File: src/design/avr_pkg.sv
package avr_pkg;

   // Q30 constants for the CORDIC
   localparam logic signed [33:0] Q30_PI      = 34'sd3373259426;
   localparam logic signed [33:0] Q30_HALF_PI = 34'sd1686629713;
   localparam logic signed [33:0] Q30_GAIN    = 34'sd652032874;
   localparam logic signed [34:0] Q30_ONE     = 35'sd1073741824;
   localparam int                 MAX_STAGES  = 32;

   typedef struct packed {
      logic signed [15:0] turn_angle;
      logic signed [15:0] axis_x;
      logic signed [15:0] axis_y;
      logic signed [15:0] axis_z;
      logic signed [31:0] view_x;
      logic signed [31:0] view_y;
      logic signed [31:0] view_z;
      logic signed [31:0] pos_x;
      logic signed [31:0] pos_y;
      logic signed [31:0] pos_z;
   } req_type;

   typedef struct packed {
      logic signed [31:0] new_view_x;
      logic signed [31:0] new_view_y;
      logic signed [31:0] new_view_z;
      logic               saturated;
   } rsp_type;

   // data handed from cell to cell and into the matrix unit
   typedef struct packed {
      logic signed [33:0]      x;
      logic signed [33:0]      y;
      logic signed [33:0]      z;
      logic                    flip;
      logic signed [2:0][15:0] a;
      logic signed [2:0][32:0] d;
      logic signed [2:0][31:0] p;
   } cordic_type;

   // arctangent table, Q30
   function automatic logic signed [33:0] atan_q30(input int idx);
      logic signed [33:0] v;
      case (idx)
         0: v = 34'sd843314857;
         1: v = 34'sd497837829;
         2: v = 34'sd263043836;
         3: v = 34'sd133525158;
         4: v = 34'sd67021686;
         5: v = 34'sd33543515;
         6: v = 34'sd16775850;
         7: v = 34'sd8388437;
         8: v = 34'sd4194282;
         9: v = 34'sd2097149;
         10: v = 34'sd1048575;
         11: v = 34'sd524287;
         12: v = 34'sd262143;
         13: v = 34'sd131071;
         14: v = 34'sd65535;
         15: v = 34'sd32767;
         16: v = 34'sd16383;
         17: v = 34'sd8191;
         18: v = 34'sd4095;
         19: v = 34'sd2047;
         20: v = 34'sd1023;
         21: v = 34'sd511;
         22: v = 34'sd255;
         23: v = 34'sd127;
         24: v = 34'sd63;
         25: v = 34'sd31;
         26: v = 34'sd15;
         27: v = 34'sd8;
         28: v = 34'sd4;
         29: v = 34'sd2;
         30: v = 34'sd1;
         default: v = 34'sd0;
      endcase
      return v;
   endfunction

endpackage

File: src/design/avr_cordic_cell.sv
module avr_cordic_cell #(
   parameter int STAGE = 0
) (
   input  logic                clock,
   input  logic                reset,
   input  logic                in_valid,
   input  avr_pkg::cordic_type in_data,
   output logic                up_ready,
   output logic                out_valid,
   output avr_pkg::cordic_type out_data,
   input  logic                down_ready
);
   import avr_pkg::*;

   localparam logic signed [33:0] ATAN = atan_q30(STAGE);

   logic       valid_ff;
   cordic_type data_ff;
   cordic_type data_in;

   // one micro-rotation
   always_comb begin
      data_in = in_data;
      if (in_data.z >= 0) begin
         data_in.x = in_data.x - (in_data.y >>> STAGE);
         data_in.y = in_data.y + (in_data.x >>> STAGE);
         data_in.z = in_data.z - ATAN;
      end else begin
         data_in.x = in_data.x + (in_data.y >>> STAGE);
         data_in.y = in_data.y - (in_data.x >>> STAGE);
         data_in.z = in_data.z + ATAN;
      end
   end

   assign up_ready = !valid_ff || down_ready;

   always_ff @(posedge clock) begin
      if (reset) begin
         valid_ff <= 1'b0;
      end else if (up_ready) begin
         valid_ff <= in_valid;
      end
   end

   always_ff @(posedge clock) begin
      if (up_ready && in_valid) begin
         data_ff <= data_in;
      end
   end

   assign out_valid = valid_ff;
   assign out_data  = data_ff;
endmodule

File: config.mk
export PLATFORM = sky130hd
export DESIGN_NAME = avr_cordic_cell
export DESIGN_NICKNAME = d
export VERILOG_FILES = /design/src/design/avr_pkg.sv /design/src/design/avr_cordic_cell.sv
export SDC_FILE = /design/constraint.sdc
export NUM_CORES = 1
export LEC_CHECK = 0
export ABC_AREA = 1
export BUFFER_PORTS_ARGS = -buffer_cell sky130_fd_sc_hd__buf_4
export CAP_MARGIN = 10
export CELL_PAD_IN_SITES_DETAIL_PLACEMENT = 1
export CELL_PAD_IN_SITES_GLOBAL_PLACEMENT = 1
export CORE_AREA = 3 3 270 272
export DETAILED_ROUTE_END_ITERATION = 6
export DIE_AREA = 0 0 273 275
export HOLD_SLACK_MARGIN = 0.1
export PLACE_DENSITY = 0.68
export REMOVE_ABC_BUFFERS = 1
export SETUP_SLACK_MARGIN = 0.15
export SLEW_MARGIN = 10
export SYNTH_ARGS = -nofsm -noshare
export SYNTH_HDL_FRONTEND = slang
export SYNTH_SLANG_ARGS = --single-unit
File: constraint.sdc
create_clock -name clock -period 62.2 [get_ports clock]
set_input_delay 12.44 -clock clock [delete_from_list [all_inputs] [get_ports clock]]
set_output_delay 12.44 -clock clock [all_outputs]
set_load 0.03 [all_outputs]
# After elaboration in Yosys (flattened, before gate mapping)
# Cells that the tools add are included.
[word_totals]
wordCells = 24
mem_bits_ro = 0
ram_bits = 0
latch_bits = 0
ff_bits = 347
mem_count = 0
input_bits = 350
[op_classes]
eq_ne = 0
n_lt_le_gt_ge = 1
n_div = 0
bitwise = 0
reduce_logical = 3
mux = 1
shifts = 0
mul = 0
addsub = 5
[op_table]
columns = ["operator", "count"]
rows = [
  ["$mux W102", 1],
  ["$sub A34 B34 Y34", 2],
  ["$add A34 B31 Y34 const B", 1],
  ["$add A34 B34 Y34", 1],
  ["$ge A34 B1 Y1 const B", 1],
  ["$sub A34 B31 Y34 const B", 1],
  ["$logic_and A1 B1 Y1", 1],
  ["$logic_not A1 Y1", 1],
  ["$logic_or A1 B1 Y1", 1],
]

# Logic depth before layout (Yosys ltp)
[depth]
word_depth = 3
mapped_depth = 20

# Worst setup path after synthesis
# Ideal clock, no wire load.
[synth_timing]
path_kind = "input-to-reg"
from = "in in_valid"
to = "reg data_ff (netlist bit out_data[0]), enable pin"
arrival_time_ns = 29.008
setup_ns = 1.168
path_stages = 2
setup_slack_ns = 32.024
cell_sequence = "inv_1 > a21oi_1"
[synth_between]
elab_chain_cells = 1
[synth_rtl]
columns = ["item", "line", "text"]
rows = [
  ["start: declaration", "avr_cordic_cell.sv:6", "input logic in_valid,"],
  ["$logic_and A1 B1 Y1", "avr_cordic_cell.sv:46", "if (up_ready && in_valid) begin"],
  ["end signal: assignment", "avr_cordic_cell.sv:47", "data_ff <= data_in;"],
  ["end: declaration", "avr_cordic_cell.sv:18", "cordic_type data_ff;"],
]
# Every way passes these cells.
# A chain may end at the register's enable or synchronous reset.

# Worst setup path in the final report
[layout_timing]
from = "in down_ready"
to = "out up_ready"
[layout_between]
elab_chain_cells = 1
[layout_rtl]
columns = ["item", "line", "text"]
rows = [
  ["start: declaration", "avr_cordic_cell.sv:11", "input logic down_ready"],
  ["$logic_or A1 B1 Y1", "avr_cordic_cell.sv:35", "assign up_ready = !valid_ff || down_ready;"],
  ["end: declaration", "avr_cordic_cell.sv:8", "output logic up_ready,"],
]
# Every way passes these cells.

==> results.md <==
- Crit path launch type: input port
- Vias in the first global route: around 20k
- Nets: 3351
- Post-layout minimum cycle time: roughly 25 ns
- Initial antenna violation count: 9
- Core ar.: 0.07100 mm²
- Initial Utilization: 0.2775
- Total gr overflow: 0
- Syn Inst Count: between 2k and 2.5k
- Flops & latches, synth: 346
- Clock latency at the later pin of the worst-skew pair: about 0.57 ns
- Sum Neg Setup Slack: 0 ns
- Largest net degree at the start of global routing: 170
- Root buffer cell: clkbuf_16
- Synth top area cells: edfxtp_1 (53%), nand2_1 (10%), ha_1 (8.4%), inv_1 (5.2%), nand3_1 (4.3%)
- Hold WC Path Type: reg2reg
- Fillers: 8256
- First-pass GRT wire length: around 140000 µm
- Fin. Hold Viols: 0
- Synth cell types: 38
- Post-CTS setup buffer count: 0
- P per Cell Area: 26.76 mW/mm²
- DRT Pass-1 Iters: 5
- Switching power share of the total: 0.3300
- Psw: between 200 and 250 µW
- Diode count: 0
- CTS Buffer Depth: 3
- CP endpoint kind: output port
- Post-DP HPWL: just over 80000 µm
- Clock transition at path regs: around 0.05 ns
- Clk pwr share: 0.338
- Total internal power: roughly 490 µW
- Post-Place Worst Slack: between 30 and 40 ns
- RSZ-0062 raised after global routing: false
- Synth warn: 0
- Status: finished clean
- Leading area contributor after synthesis: edfxtp_1
- Post-synth EDFFs: 345
- PortBufs: between 600 and 700
- Vias per cell: roughly 4.9
- Peak supply drop: approximately 0.000016 V
- Ratio of cells with drive above 1 in the final layout: 0.2668
- Gpl congestion: between 0.9 and 1
- Slew Limit Headroom: 0.2926
- Crit path DAT: 13.00 ns
- Final worst-path cycle share: 0.4090
- WP data required: 49.76 ns
- Num rows: 98
- Critical path peak fanout: 2
- Reg power frac: 0.393
- Drt initial violations: about 1.1k
- Ports: approximately 700
- Die W: about 270 µm
- # setup viols final: 0
- Fmax: between 30 and 40 MHz
- CTS Sinks: between 300 and 400
- Setup ws final: ~37 ns
- Drt drc: 0
- Post-route ant nets: 0
- Synth top area share: 0.5258
- Mapped Area: just under 0.02 mm²
- CTS tree: built
- Avg Inst Size Synth: about 9.1 µm²
- Kind of critical path: in2out
- Final WL: 97620 µm
- Worst Max-Slew Pin Slew: between 1 and 1.5 ns
- Die height: 275 µm
- Top_reg_cell synth: edfxtp_1
- Max Slew Vio Count: 0
- # H-tree levels: 2
- Leak Pwr: between 0.01 and 0.015 µW
- Layout Skew: between 0.02 and 0.03 ns
- Comb pwr share: 0.270
- Total track usage: 0.2485
- Hold-fix buffers, CTS: 0
- Area grow syn2layout: 38.66%
- Seq/Total Area, Yosys: 0.5268
- Pwr Total: around 730 µW
- Die area: approximately 0.075 mm²
- Max_cap viols: 0
- Inserted Clock Buffers: 41
- Vias: around 19k
- Routed len/inst: around 25 µm
- Post-synthesis async set-or-reset flop share: 0
- Post-cts sizing count: 0
[area by class of cell]
| class | count | area (µm²) | share of cell area |
|---|---|---|---|
| clock buffer | 49 | 1077 | 0.03943 |
| inverter | 277 | 1040 | 0.03806 |
| sequential | 346 | 10380 | 0.3799 |
| tap | 950 | 1189 | 0.04351 |
| clock inverter | 26 | 279.0 | 0.01021 |
| timing repair buffer | 703 | 5290 | 0.1936 |
| multi-input combinational | 1496 | 8065 | 0.2952 |
[cell usage after synthesis, types with 2 or more instances]
master,count
o21bai_1,17
or2_2,2
inv_1,275
o211ai_1,4
ha_1,132
nand4_1,23
xnor2_1,3
o21ai_0,105
o21a_1,8
buf_4,6
xor2_1,56
fa_1,4
nor3_1,31
nand2_1,551
o21ai_2,2
a31oi_1,2
clkbuf_1,4
nor4_1,12
edfxtp_1,345
inv_2,2
a21boi_0,2
o21ai_1,18
a21o_1,8
a21oi_1,163
nand3b_1,6
nand3_1,168
nor2_1,171
buf_2,33
[stage by stage]
stage	utilization	area [µm²]	hold WS [ns]	cells
after floorplan	-	19470	0.8318	2119
after global placement	0.3657	25960	0.5805	3772
after detailed placement	0.3657	25960	0.5663	3772
after CTS	0.3848	27320	0.5844	3847
after global routing	0.3848	27320	0.6116	3847
final	0.3848	27320	0.5756	3847
[final timing paths]
check,startpoint,to,cells past startpoint,slack [ns]
max,down_ready,up_ready,4,36.76
min,out_valid,out_valid,2,0.58
max reg2reg,out_valid,out_data[119],3,59.31
min reg2reg,out_valid,out_valid,2,0.58
[cell families (layout without fill, tap and decap cells)]
group,after synthesis,in the layout,share of synthesized area
AOI/OAI and AO/OA,331,331,0.08986
xor gates and xnor gates,59,59,0.02623
adders and majority gates,136,136,0.08789
buffers and inverters,321,1055,0.06477
DFF,346,346,0.5268
and+or+nand+nor,970,970,0.2044
[registers in the layout, indices dropped and copies added (netlist names)]
| register | cells |
|---|---|
| out_data | 345 |
| out_valid | 1 |
[metal layers]
metal  GRT usage  vias up  share of wire
met1      0.2922     9207           0.40
li1            -     8686              -
met3     0.07701      165          0.083
met4     0.08483       16          0.038
met2      0.4296      626           0.48
met5           0        -        0.00094
[power groups by stage]
stage	clock network [µW]	registers, µW	logic (µW)
6_report	247	287	197
5_1_grt	264	289	213
4_1_cts	254	287	199
3_5_place_dp	0	292	198
3_3_place_gp	0	291	195
2_1_floorplan	0	334	71.9
[cells in the final DEF, fill, tap and decap left out, drive strengths merged]
cell and instances:
nand4 23, o21ai 125, buf 703, o31ai 1, fa 4, o221ai 1
dfxtp 1, xnor2 3, clkinv 17, nand2 551, or2 3, o21a 8
nand3 169, and3 1, and2 1, nor2 172, xor2 56, a31oi 2
clkinvlp 3, a21boi 2, edfxtp 345, nand3b 6, a21o 8, bufinv 5
a21oi 163, ha 132, nor4 12, o211ai 4, nor3 32, o21bai 17
clkbuf 49, inv 278
[critical path, stage by stage]
cell	delay (ns)
buf_4	0.16
inv_1	0.13
nand2_1	0.09
buf_4	0.18
(Power assumes the default switching activity.)
